--- config.mk ---
export PLATFORM = sky130hd
export DESIGN_NAME = byte_oriented_alu_with_flags
export DESIGN_NICKNAME = d
export VERILOG_FILES = /design/src/rtl/boalu_pkg.sv /design/src/rtl/byte_oriented_alu_with_flags.sv
export SDC_FILE = /design/constraint.sdc
export NUM_CORES = 1
export LEC_CHECK = 0
export ABC_AREA = 1
export BUFFER_PORTS_ARGS = -buffer_cell sky130_fd_sc_hd__buf_2
export CAP_MARGIN = 0
export CORE_ASPECT_RATIO = 0.7
export CORE_MARGIN = 5
export CORE_UTILIZATION = 54
export CTS_CLUSTER_SIZE = 24
export DETAILED_ROUTE_END_ITERATION = 8
export PLACE_DENSITY = 0.77
export SLEW_MARGIN = 30
export SYNTH_ARGS = -nofsm -noshare
export SYNTH_HDL_FRONTEND = slang
export SYNTH_SLANG_ARGS = --single-unit
--- constraint.sdc ---
create_clock -name clk -period 2.4 [get_ports clk]
set_input_delay 0.6 -clock clk [delete_from_list [all_inputs] [get_ports clk]]
set_output_delay 0.6 -clock clk [all_outputs]
set_load 0.02 [all_outputs]
--- src/rtl/boalu_pkg.sv ---
package boalu_pkg;

  localparam int unsigned OpWidth   = 5;
  localparam int unsigned DataWidth = 8;

  typedef logic [OpWidth-1:0]   op_t;
  typedef logic [DataWidth-1:0] byte_t;

  localparam op_t OP_ADD    = 5'd0;
  localparam op_t OP_AND    = 5'd1;
  localparam op_t OP_XOR    = 5'd2;
  localparam op_t OP_SUB    = 5'd3;
  localparam op_t OP_CLRW   = 5'd4;
  localparam op_t OP_MOVWF  = 5'd5;
  localparam op_t OP_CLRF   = 5'd6;
  localparam op_t OP_COMF   = 5'd7;
  localparam op_t OP_DECF   = 5'd8;
  localparam op_t OP_INCF   = 5'd9;
  localparam op_t OP_MOVF   = 5'd10;
  localparam op_t OP_IOR    = 5'd11;
  localparam op_t OP_DECFSZ = 5'd12;
  localparam op_t OP_INCFSZ = 5'd13;
  localparam op_t OP_RLF    = 5'd14;
  localparam op_t OP_RRF    = 5'd15;
  localparam op_t OP_NOP    = 5'd16;
  localparam op_t OP_SWAPF  = 5'd17;

  // Result of one instruction as it leaves the ALU.
  typedef struct packed {
    logic  file_write;
    byte_t file_data;
    byte_t w_value;
    logic  carry;
    logic  digit_carry;
    logic  zero;
    logic  skip;
  } alu_result_t;

endpackage

--- src/rtl/byte_oriented_alu_with_flags.sv ---
// An accepted instruction passes through the input register and then the result register.
// Throughput: one instruction per cycle while out_stall is low; the input register feeds
// the ALU and result register, and W and the flags are updated as the result is captured.
// Reset: rst_n is synchronous and active low; it clears W, C, DC, Z and both valid bits.
module byte_oriented_alu_with_flags
  import boalu_pkg::*;
(
  input  logic       clk,
  input  logic       rst_n,
  input  logic       in_valid,
  output logic       in_stall,
  input  logic [4:0] in_operation,
  input  logic       in_dest_file,
  input  logic [7:0] in_file_value,
  output logic       out_valid,
  input  logic       out_stall,
  output logic       out_file_write,
  output logic [7:0] out_file_data,
  output logic [7:0] out_w_value,
  output logic       out_carry_out,
  output logic       out_digit_carry_out,
  output logic       out_zero_out,
  output logic       out_skip_next
);

  // Input register stage. The payload needs no reset; only the valid bit does.
  logic  in_valid_r;
  op_t   op_r;
  logic  dest_r;
  byte_t fval_r;

  // Output register stage.
  logic        out_valid_r;
  alu_result_t res_r;
  alu_result_t res_nxt;

  // Architectural state: working register and the three status flags.
  byte_t w_r;
  logic  c_r;
  logic  dc_r;
  logic  z_r;

  // The output register can take a new transaction when it is empty or being drained.
  logic out_load;
  logic in_load;

  assign out_load = in_valid_r && (!out_valid_r || !out_stall);
  // The input register is free when empty or when its contents move on this cycle.
  assign in_stall = in_valid_r && !out_load;
  assign in_load  = in_valid && !in_stall;

  always_ff @(posedge clk) begin
    if (!rst_n) begin
      in_valid_r <= 1'b0;
    end else if (!in_stall) begin
      in_valid_r <= in_valid;
    end
    if (in_load) begin
      op_r   <= in_operation;
      dest_r <= in_dest_file;
      fval_r <= in_file_value;
    end
  end

  // ALU: a 9-bit add, a 5-bit nibble add, an 8-bit subtract with byte and nibble compares, and muxing.
  always_comb begin
    logic [8:0] sum;
    logic [4:0] nib_sum;
    byte_t      res;
    logic       has_result;
    logic       set_z;

    sum        = {1'b0, fval_r} + {1'b0, w_r};
    nib_sum    = {1'b0, fval_r[3:0]} + {1'b0, w_r[3:0]};
    res        = '0;
    has_result = 1'b1;
    set_z      = 1'b0;

    res_nxt.file_write  = 1'b0;
    res_nxt.file_data   = '0;
    res_nxt.w_value     = w_r;
    res_nxt.carry       = c_r;
    res_nxt.digit_carry = dc_r;
    res_nxt.zero        = z_r;
    res_nxt.skip        = 1'b0;

    case (op_r)
      OP_ADD: begin
        res                 = sum[7:0];
        res_nxt.carry       = sum[8];
        res_nxt.digit_carry = nib_sum[4];
        set_z               = 1'b1;
      end
      OP_SUB: begin
        res                 = fval_r - w_r;
        res_nxt.carry       = (fval_r >= w_r);
        res_nxt.digit_carry = (fval_r[3:0] >= w_r[3:0]);
        set_z               = 1'b1;
      end
      OP_AND: begin
        res   = fval_r & w_r;
        set_z = 1'b1;
      end
      OP_IOR: begin
        res   = fval_r | w_r;
        set_z = 1'b1;
      end
      OP_XOR: begin
        res   = fval_r ^ w_r;
        set_z = 1'b1;
      end
      OP_COMF: begin
        res   = ~fval_r;
        set_z = 1'b1;
      end
      OP_DECF: begin
        res   = fval_r - 8'd1;
        set_z = 1'b1;
      end
      OP_INCF: begin
        res   = fval_r + 8'd1;
        set_z = 1'b1;
      end
      OP_MOVF: begin
        res   = fval_r;
        set_z = 1'b1;
      end
      OP_DECFSZ: begin
        res          = fval_r - 8'd1;
        res_nxt.skip = (res == '0);
      end
      OP_INCFSZ: begin
        res          = fval_r + 8'd1;
        res_nxt.skip = (res == '0);
      end
      OP_RLF: begin
        res           = {fval_r[6:0], c_r};
        res_nxt.carry = fval_r[7];
      end
      OP_RRF: begin
        res           = {c_r, fval_r[7:1]};
        res_nxt.carry = fval_r[0];
      end
      OP_SWAPF: begin
        res = {fval_r[3:0], fval_r[7:4]};
      end
      OP_CLRW: begin
        has_result      = 1'b0;
        res_nxt.w_value = '0;
        res_nxt.zero    = 1'b1;
      end
      OP_MOVWF: begin
        has_result         = 1'b0;
        res_nxt.file_write = 1'b1;
        res_nxt.file_data  = w_r;
      end
      OP_CLRF: begin
        has_result         = 1'b0;
        res_nxt.file_write = 1'b1;
        res_nxt.zero       = 1'b1;
      end
      default: begin
        // NOP and every unused opcode leave all state alone.
        has_result = 1'b0;
      end
    endcase

    if (has_result) begin
      if (set_z) begin
        res_nxt.zero = (res == '0);
      end
      if (dest_r) begin
        res_nxt.file_write = 1'b1;
        res_nxt.file_data  = res;
      end else begin
        res_nxt.w_value = res;
      end
    end
  end

  // State and result are captured together, so the next instruction in the
  // input register always sees the W and flags left by the one before it.
  always_ff @(posedge clk) begin
    if (!rst_n) begin
      out_valid_r <= 1'b0;
      w_r         <= '0;
      c_r         <= 1'b0;
      dc_r        <= 1'b0;
      z_r         <= 1'b0;
    end else begin
      if (!out_valid_r || !out_stall) begin
        out_valid_r <= in_valid_r;
      end
      if (out_load) begin
        w_r  <= res_nxt.w_value;
        c_r  <= res_nxt.carry;
        dc_r <= res_nxt.digit_carry;
        z_r  <= res_nxt.zero;
      end
    end
    if (out_load) begin
      res_r <= res_nxt;
    end
  end

  assign out_valid           = out_valid_r;
  assign out_file_write      = res_r.file_write;
  assign out_file_data       = res_r.file_data;
  assign out_w_value         = res_r.w_value;
  assign out_carry_out       = res_r.carry;
  assign out_digit_carry_out = res_r.digit_carry;
  assign out_zero_out        = res_r.zero;
  assign out_skip_next       = res_r.skip;

`ifndef ASSERT_OFF
  // A skip is only raised when the decremented or incremented byte is zero.
  a_skip_zero: assert property (@(posedge clk) disable iff (!rst_n)
    out_valid_r && res_r.skip |->
      (res_r.file_write ? (res_r.file_data == '0) : (res_r.w_value == '0)))
    else $error("skip raised with a nonzero result");

  // Without a file write the file data is held at zero.
  a_no_write_data: assert property (@(posedge clk) disable iff (!rst_n)
    out_valid_r && !res_r.file_write |-> res_r.file_data == '0)
    else $error("file data nonzero without a file write");

  // The presented result always matches the architectural state.
  a_state_match: assert property (@(posedge clk) disable iff (!rst_n)
    out_valid_r |-> (w_r == res_r.w_value) && (c_r == res_r.carry) &&
                    (dc_r == res_r.digit_carry) && (z_r == res_r.zero))
    else $error("output result and state registers disagree");

  // The input side only stalls while it holds a transaction.
  a_stall_occupied: assert property (@(posedge clk) disable iff (!rst_n)
    in_stall |-> in_valid_r && out_valid_r && out_stall)
    else $error("input stalled without a blocked transaction");
`endif

endmodule
==> results of run 1 <==
## per-layer routing
| layer | track usage | vias to the layer above | part of all wire |
|---|---|---|---|
| met2 | 0.4136 | 281 | 0.41 |
| met3 | 0.07283 | 25 | 0.13 |
| met4 | 0.08764 | 0 | 0.019 |
| li1 | - | 2062 | - |
| met1 | 0.4001 | 1956 | 0.43 |
| met5 | 0 | - | 0 |
## area by class of cell
| cell class | instances | area, µm² |
|---|---|---|
| clock inverters | 2 | 13.76 |
| flip-flops and latches | 48 | 1313 |
| repair buffers | 78 | 498.0 |
| multi-input cells | 446 | 2489 |
| fillers | 665 | 2546 |
| clock buffers | 6 | 82.58 |
| well taps | 98 | 122.6 |
| inverters | 67 | 255.2 |
## logic make-up (layout without fill, tap and decap cells)
family	after synthesis	count (layout)
and+or+nand+nor	349	349
buffers and inverters	84	153
AOI/OAI and AO/OA	65	65
DFF	48	48
adders and majority gates	29	29
xor gates and xnor gates	3	3
## registers in the layout (all words and copies together) (netlist names), 5 cells and up
signal         cells
fval_r             8
op_r               5
out_file_data      8
out_w_value        8
w_r                8
## power breakdown
group          switching (W)  total (W)  internal (W)
clock               0.000293   0.000530      0.000236
sequential         0.0000397   0.000993      0.000953
combinational       0.000460   0.000699      0.000240
## final timing paths
check	slack, ns	end
min	0.45	dest_r$_DFFE_PP_
max reg2reg	0.11	z_r$_SDFFE_PN0P_
max	0.11	z_r$_SDFFE_PN0P_
min reg2reg	0.48	out_valid$_SDFFE_PN0P_
## through the flow
| step | power (W) | setup slack [ns] | utilization | instances |
|---|---|---|---|---|
| CTS | 0.002179 | 0.007131 | 0.6342 | 741 |
| global route | 0.002336 | -0.01288 | 0.6521 | 745 |
| detailed placement | 0.001655 | 0.04636 | 0.6210 | 733 |
| finish | 0.002222 | 0.1128 | 0.6521 | 745 |
| floorplan | 0.001434 | 0.1509 | - | 578 |
| global placement | 0.001647 | 0.09753 | 0.6210 | 733 |
## worst register-to-register path: stages (launching register included)
cell and delay, ns:
edfxtp_1 0.43, ha_4 0.17, inv_1 0.05, fa_2 0.36, nand3b_1 0.23, nand2_2 0.14
nand2_1 0.08, nand2_1 0.06, nand2_1 0.07, nand3_1 0.10, nand3_2 0.10, nor2_2 0.15
nand3_2 0.11, nand3_1 0.08, nand2_1 0.05, inv_1 0.05
## synth_stat cells (5+ instances only)
cell	number
nand2_1	153
nand3_1	86
nor2_1	60
inv_1	57
edfxtp_1	35
ha_1	27
a21oi_1	23
o21ai_0	18
nand4_1	15
dfxtp_1	13
nor2_2	9
o21ai_1	9
buf_2	8
nand3b_1	8
nor2_4	7
inv_2	6
clkbuf_1	5
o31ai_2	5
## repair_timing
item | 4_1_cts | 5_1_grt
hold endpoints to repair | 0 | 0
gates resized for setup | 0 | 30
setup buffers | 0 | 4
endpoints found under the setup margin | 0 | 13
==> impl_metrics.json, run 1 <==
{
  "outcome": "completed",
  "synthAdderAreaFrac": 0.09298,
  "synth_xor_area_frac": 0.006466,
  "ir_drop_uv": 309.2,
  "ant_nets": 0,
  "slew_violations": 0,
  "cts_max_level": 2,
  "synth.area.mux_share": 0,
  "slowest_delay_ns": 0.43,
  "pwr_density_cell_nw_per_um2": 465.4,
  "netlist.area_leader.share": 0.2586,
  "syn_inst": 578,
  "vias": 4324,
  "synth.distinct_cells": 39,
  "crit_family": "simple AND/OR/NAND/NOR gates",
  "coreArea_um2": 7320,
  "drive_gt1_frac": 0.2303,
  "critPathMaxFanout": 3,
  "die_h_um": 82.58,
  "cp.depth": 15,
  "startpoint_type": "register",
  "dr.first_iter.drc_count": 582,
  "finClkSkew_ns": 0.01008,
  "cap_violations": 0,
  "final_cell_mix": "nand2_1, nand3_1, inv_1, nor2_1, buf_2",
  "crit_top_cell": "nand2_1",
  "criticalPathCategory": "register to register",
  "syn2layout_area_growth_pct": 17.46,
  "fmax_ghz": 0.4372,
  "clock-sinks": 48,
  "hold_path_depth": 1,
  "fin_nets": 693,
  "max-clock-path-buffers": 2,
  "reg2reg_depth": 15,
  "timing.setup.tns_ns": 0,
  "syn_avg_cell_area_um2": 7.031,
  "tightest_slew_ns": 0.5446,
  "cts_tree": "built",
  "hold_buffers": 0,
  "ios": 41,
  "finalSetupViolCount": 0,
  "dieArea_um2": 9388,
  "grt_first_pass_wirelength_mm": 20.33,
  "fin_area_um2": 4773,
  "worstHoldStart": "in_dest_file",
  "dr.pass1.iters": 5,
  "gp_congestion": 1.020,
  "grt_usage": 0.2799,
  "hold_path.class": "primary input to register",
  "syn-num-nets": 625,
  "grt_pass1_vias": 3922,
  "port-buffer-count": 40,
  "diodes": 0,
  "synth_edf_count": 35,
  "clkTransAtPathRegs_ns": 0.09,
  "relSlewSlack": 0.6365,
  "synth_area_leaders": "edfxtp_1, nand2_1, nand3_1, ha_1, dfxtp_1",
  "drc": 0,
  "final-hold-violation-count": 0,
  "arrival_ns": 2.55,
  "rows": 26,
  "antenna_found_initial": 0,
  "clock_latency_ns": 0.32,
  "final_common_cell": "nand2_1",
  "async_reset_ff_frac": 0,
  "cts_root_buffer": "clkbuf_8",
  "routed_wirelength_mm": 12.78,
  "ys.flop_type": "edfxtp_1",
  "cts_made_buffers": 5,
  "p_leak_nw": 2.294,
  "path_buf_inv": 2,
  "post_drt_via_cell_ratio": 5.804,
  "holdWs_ns": 0.4540,
  "overflow": 0,
  "die_w_um": 113.7,
  "wl_per_cell_um": 17.15,
  "path_cells": "ha_4, inv_1, fa_2, nand3b_1, nand2_2, nand2_1, nand2_1, nand2_1, nand3_1, nand3_2, nor2_2, nand3_2, nand3_1, nand2_1, inv_1",
  "ys_seq_elements": 48,
  "synth_compound_area_frac": 0.09575,
  "critPathRequiredTime_ns": 2.67,
  "placed_area_um2": 4546,
  "start_util": 0.5552,
  "min_period_over_period": 0.9530,
  "synth_top_family_by_area": "simple AND/OR/NAND/NOR gates",
  "cp-startpoint": "fval_r[0]$_DFFE_PP_",
  "rr_startpoint": "fval_r[0]$_DFFE_PP_",
  "min_period_ns": 2.287,
  "yosysWarnings": 0,
  "endpoint_kind": "register",
  "synth_top_area_cell": "edfxtp_1",
  "synth_simple_gate_area_frac": 0.3956,
  "netlist_area_um2": 4064,
  "dpl.hpwl_mm": 9.987,
  "grt_max_degree": 25,
  "critPathSlowestCell": "edfxtp_1",
  "seq_area_frac_synth": 0.3227
}
Power figures use the tool's default switching activity.
==> run 2: changes to the inputs <==
--- a/config.mk
+++ b/config.mk
@@ -14,6 +14,7 @@
 export CTS_CLUSTER_SIZE = 24
 export DETAILED_ROUTE_END_ITERATION = 8
 export PLACE_DENSITY = 0.77
+export REMOVE_ABC_BUFFERS = 1
 export SLEW_MARGIN = 30
 export SYNTH_ARGS = -nofsm -noshare
 export SYNTH_HDL_FRONTEND = slang
==> impl_metrics.json, run 2 (synthesis gave the netlist of run 1 again) <==
{
  "outcome": "completed",
  "clock_latency_ns": 0.32,
  "layout_setup_ws_ns": 0.1566,
  "criticalPathCategory": "register to register",
  "fin_nets": 682,
  "die_h_um": 82.58,
  "vias": 4263,
  "timing.setup.tns_ns": 0,
  "overflow": 0,
  "power_w": 0.002224,
  "cts_root_buffer": "clkbuf_8",
  "grt_first_pass_wirelength_mm": 20.07,
  "place_ws_ns": 0.07249,
  "cap_violations": 0,
  "drive_gt1_frac": 0.2091,
  "pwr_density_cell_nw_per_um2": 476.2,
  "cp-startpoint": "fval_r[0]$_DFFE_PP_",
  "diodes": 0,
  "slew_violations": 0,
  "hold_end": "fval_r[7]$_DFFE_PP_",
  "finClkSkew_ns": 0.008450,
  "crit_family": "simple AND/OR/NAND/NOR gates",
  "cts_made_buffers": 5,
  "path_cells": "ha_2, inv_1, fa_2, inv_1, nand4_1, nand2_1, nor2_1, nand3_2, nor2_2, nand2_1, nor2_2, nand3_2, nand3_1, nand2_1, inv_1",
  "r2r_setup_slack_ns": 0.16,
  "arrival_ns": 2.51,
  "final-hold-violation-count": 0,
  "rows": 26,
  "dpl.hpwl_mm": 9.913,
  "antenna_found_initial": 0,
  "cts_tree": "built",
  "grt_pass1_vias": 3936,
  "gp_congestion": 1.061,
  "hold_path_depth": 1,
  "post_drt_via_cell_ratio": 5.808,
  "reg2reg_depth": 15,
  "die_w_um": 113.7,
  "critPathMaxFanout": 3,
  "rr_startpoint": "fval_r[0]$_DFFE_PP_",
  "ios": 41,
  "relSlewSlack": 0.6217,
  "tightest_slew_ns": 0.5668,
  "p_leak_nw": 2.235,
  "worstHoldStart": "in_file_value[7]",
  "clock-sinks": 48,
  "routed_wirelength_mm": 12.65,
  "final_cell_mix": "nand2_1, nand3_1, nor2_1, inv_1, buf_2",
  "path_buf_inv": 3,
  "syn2layout_area_growth_pct": 14.90,
  "start_util": 0.5552,
  "dr.pass1.iters": 5,
  "final_common_cell": "nand2_1",
  "cts_max_level": 2,
  "dr.first_iter.drc_count": 488,
  "min_period_ns": 2.243,
  "startpoint_type": "register",
  "critPathRequiredTime_ns": 2.67,
  "fillerInstances": 686,
  "dieArea_um2": 9388,
  "drc": 0,
  "grt_max_degree": 24,
  "hold_buffers": 0,
  "max-clock-path-buffers": 2,
  "port-buffer-count": 40,
  "critPathSlowestCell": "fa_2",
  "min_period_over_period": 0.9347,
  "fmax_ghz": 0.4458,
  "ir_drop_uv": 306.8,
  "grt_usage": 0.2766,
  "wl_per_cell_um": 17.23,
  "clkTransAtPathRegs_ns": 0.10,
  "ant_nets": 0,
  "coreArea_um2": 7320,
  "hold_path.class": "primary input to register",
  "slowest_delay_ns": 0.52,
  "r2r_end": "z_r$_SDFFE_PN0P_",
  "grt_setup_unrepaired": "true",
  "dp_cells": 724,
  "finalNonFillerCells": 734,
  "finalSetupViolCount": 0,
  "endpoint_kind": "register"
}
[run 2: cell count changes in the layout (fill, tap and decap cells not counted), moves of 2 or more]
cell / change
nand2_1: +2
nand2_2: -2
nor2_1: +2
buf_4: -11
[run 2: worst reg2reg max path, stage by stage, from the launching register on]
cell      delay, ns
edfxtp_1       0.40
ha_2           0.21
inv_1          0.05
fa_2           0.52
inv_1          0.04
nand4_1        0.08
nand2_1        0.06
nor2_1         0.12
nand3_2        0.12
nor2_2         0.14
nand2_1        0.08
nor2_2         0.10
nand3_2        0.09
nand3_1        0.08
nand2_1        0.05
inv_1          0.05
[run 2: worst max-delay path by stage]
stage,end,slack [ns],depth (start not counted)
6_report,z_r$_SDFFE_PN0P_,0.16,15
5_1_grt,w_r[7]$_SDFFE_PN0P_,-0.03,13
4_1_cts,z_r$_SDFFE_PN0P_,0.02,17
3_5_place_dp,z_r$_SDFFE_PN0P_,0.07,17
3_3_place_gp,out_zero_out$_DFFE_PP_,0.13,14
2_1_floorplan,z_r$_SDFFE_PN0P_,0.14,17
[run 2: repair_timing]
item                       4_1_cts  5_1_grt
setup endpoints to repair        0       14
resized for setup                0       23
buffers inserted                 0        2
[run 2: where the power goes]
| part | total, W | leakage [nW] | internal, W | switching, W |
|---|---|---|---|---|
| registers | 0.000987 | 0.442 | 0.000952 | 0.0000351 |
| logic | 0.000684 | 1.74 | 0.000227 | 0.000457 |
| clock network | 0.000552 | 0.0516 | 0.000237 | 0.000315 |
[run 2: layout make-up]
cell class | count | area (µm²) | area share
clock buffers | 6 | 82.58 | 0.01768
clock inverters | 2 | 13.76 | 0.002947
inverters | 67 | 255.2 | 0.05466
multi-input cells | 446 | 2469 | 0.5287
flip-flops and latches | 48 | 1311 | 0.2808
well taps | 98 | 122.6 | 0.02626
repair buffers | 67 | 415.4 | 0.08896
[run 2: routing by layer]
metal	share of wire	GRT usage	vias up
met5	0	0	-
met4	0.025	0.09364	0
met3	0.12	0.06701	35
met2	0.41	0.4101	258
met1	0.45	0.3946	1925
li1	-	-	2045
[run 2: through the flow]
stage                     hold WS [ns]  instance area [µm²]  utilization
after global routing            0.4386                 4669       0.6379
final                           0.4494                 4669       0.6379
after CTS                       0.4463                 4587       0.6267
after global placement          0.4661                 4491       0.6135
after detailed placement        0.4742                 4491       0.6135
after floorplan                 0.4506                 3968            -
==> run 3: changes to the inputs <==
--- a/config.mk
+++ b/config.mk
@@ -8,12 +8,15 @@
 export ABC_AREA = 1
 export BUFFER_PORTS_ARGS = -buffer_cell sky130_fd_sc_hd__buf_2
 export CAP_MARGIN = 0
+export CELL_PAD_IN_SITES_DETAIL_PLACEMENT = 1
+export CELL_PAD_IN_SITES_GLOBAL_PLACEMENT = 1
 export CORE_ASPECT_RATIO = 0.7
 export CORE_MARGIN = 5
-export CORE_UTILIZATION = 54
+export CORE_UTILIZATION = 39
 export CTS_CLUSTER_SIZE = 24
 export DETAILED_ROUTE_END_ITERATION = 8
-export PLACE_DENSITY = 0.77
+export GPL_TIMING_DRIVEN = 0
+export PLACE_DENSITY_LB_ADDON = 0.1
 export REMOVE_ABC_BUFFERS = 1
 export SLEW_MARGIN = 30
 export SYNTH_ARGS = -nofsm -noshare
==> impl_metrics.json, run 3 (synthesis gave the netlist of run 1 again) <==
{
  "antenna_found_initial": 0,
  "cts_root_buffer": "clkbuf_16",
  "power_w": 0.002484,
  "max-clock-path-buffers": 2,
  "drc": 0,
  "dr.first_iter.drc_count": 184,
  "finalSetupViolCount": 5,
  "coreArea_um2": 10280,
  "critPathMaxFanout": 4,
  "grt_setup_unrepaired": "true",
  "startpoint_type": "register",
  "pwr_density_cell_nw_per_um2": 509.5,
  "start_util": 0.3954,
  "finalNonFillerCells": 760,
  "multi_input_area_um2": 2645,
  "cap_violations": 0,
  "path_cells": "ha_4, inv_2, fa_2, nand3b_1, nand2_2, nand2_2, nand3_2, nand3b_1, nor2_4, buf_4, buf_4, o22ai_1",
  "syn2layout_area_growth_pct": 19.95,
  "critPathRequiredTime_ns": 2.43,
  "ios": 41,
  "critPathSlowestCell": "edfxtp_1",
  "die_h_um": 95.41,
  "wl_per_cell_um": 19.21,
  "cts_tree": "built",
  "min_period_ns": 2.492,
  "diodes": 0,
  "final_cell_mix": "nand2_1, nand3_1, nor2_1, inv_1, buf_2",
  "slew_violations": 0,
  "fmax_ghz": 0.4012,
  "final_common_cell": "nand2_1",
  "cts_max_level": 2,
  "clkTransAtPathRegs_ns": 0.07,
  "min_period_over_period": 1.038,
  "r2r_setup_slack_ns": -0.09,
  "slowest_delay_ns": 0.50,
  "die_w_um": 132.0,
  "register_area_um2": 1311,
  "gp_congestion": 0.9082,
  "finClkSkew_ns": 0.008418,
  "ant_nets": 0,
  "grt_first_pass_wirelength_mm": 22.99,
  "criticalPathCategory": "register to register",
  "fillerInstances": 1309,
  "cts_made_buffers": 5,
  "p_leak_nw": 2.257,
  "violations": "negative setup slack",
  "clock-sinks": 48,
  "hold_path.class": "primary input to register",
  "dr.pass1.iters": 5,
  "fin_nets": 674,
  "routed_wirelength_mm": 14.60,
  "dp_cells": 733,
  "grt_usage": 0.2325,
  "relSlewSlack": 0.5039,
  "tightest_slew_ns": 0.7424,
  "dpl.hpwl_mm": 11.08,
  "grt_max_degree": 26,
  "outcome": "complete, but fails checks",
  "clock_latency_ns": 0.30,
  "grt_pass1_vias": 4237,
  "layout_setup_ws_ns": -0.09235,
  "arrival_ns": 2.53,
  "dieArea_um2": 12590,
  "post_drt_via_cell_ratio": 5.551,
  "ir_drop_uv": 259.4,
  "place_ws_ns": -0.6015,
  "drive_gt1_frac": 0.2468,
  "final-hold-violation-count": 0,
  "rows": 31,
  "vias": 4219,
  "endpoint_kind": "register",
  "port-buffer-count": 40,
  "overflow": 0
}
-- run 3: worst paths after layout --
check | startpoint | to | cells after the start
worst max-delay path | fval_r[0]$_DFFE_PP_ | out_file_data[4]$_DFFE_PP_ | 12
worst min-delay path | in_file_value[4] | fval_r[4]$_DFFE_PP_ | 1
worst max register to register | fval_r[0]$_DFFE_PP_ | out_file_data[4]$_DFFE_PP_ | 12
worst min register to register | in_valid_r$_SDFFE_PN0N_ | out_valid$_SDFFE_PN0P_ | 2
-- run 3: repair_timing --
action | in CTS | in global routing
pin swaps | 4 | 15
resized for setup | 17 | 51
buffers inserted | 12 | 7
setup endpoints to repair | 28 | 26
hold buffers | 0 | 0
-- run 3: critical path, delay by kind of cell, from the launching register on --
family,cells,cell delay (ns)
simple gates,6,0.82
fa+ha+maj,2,0.60
flops,1,0.50
buf+inv,3,0.25
compound gates,1,0.06
-- run 3: per-layer routing --
metal | vias to the layer above | global-route usage | wire [µm]
li1 | 2026 | - | -
met1 | 2064 | 0.3362 | 7234
met2 | 117 | 0.3597 | 6358
met3 | 12 | 0.04536 | 844
met4 | 0 | 0.05308 | 162
met5 | - | 0 | 0
-- run 3: cell type report --
cell class	instances	area share
clock inverter	2	0.002823
clock buffer	6	0.02849
inverter	67	0.05287
sequential	48	0.2690
timing repair buffer	59	0.07033
multi-input combinational	446	0.5426
tap	132	0.03388
-- run 3: report_power, final --
part / internal (W) / switching [W] / total (W)
logic: 0.000241 / 0.000494 / 0.000734
clock network: 0.000418 / 0.000336 / 0.000754
registers: 0.000953 / 0.0000425 / 0.000996
-- run 3: per-stage QoR --
step	util	cell area, µm²	setup TNS [ns]	hold slack (ns)
final	0.4743	4875	-0.2747	0.4672
after global routing	0.4743	4875	-1.073	0.4634
after CTS	0.4510	4636	0	0.4668
after detailed placement	0.4215	4333	-12.95	0.4740
after global placement	0.4215	4333	-9.700	0.4664
after floorplan	-	3968	0	0.4506
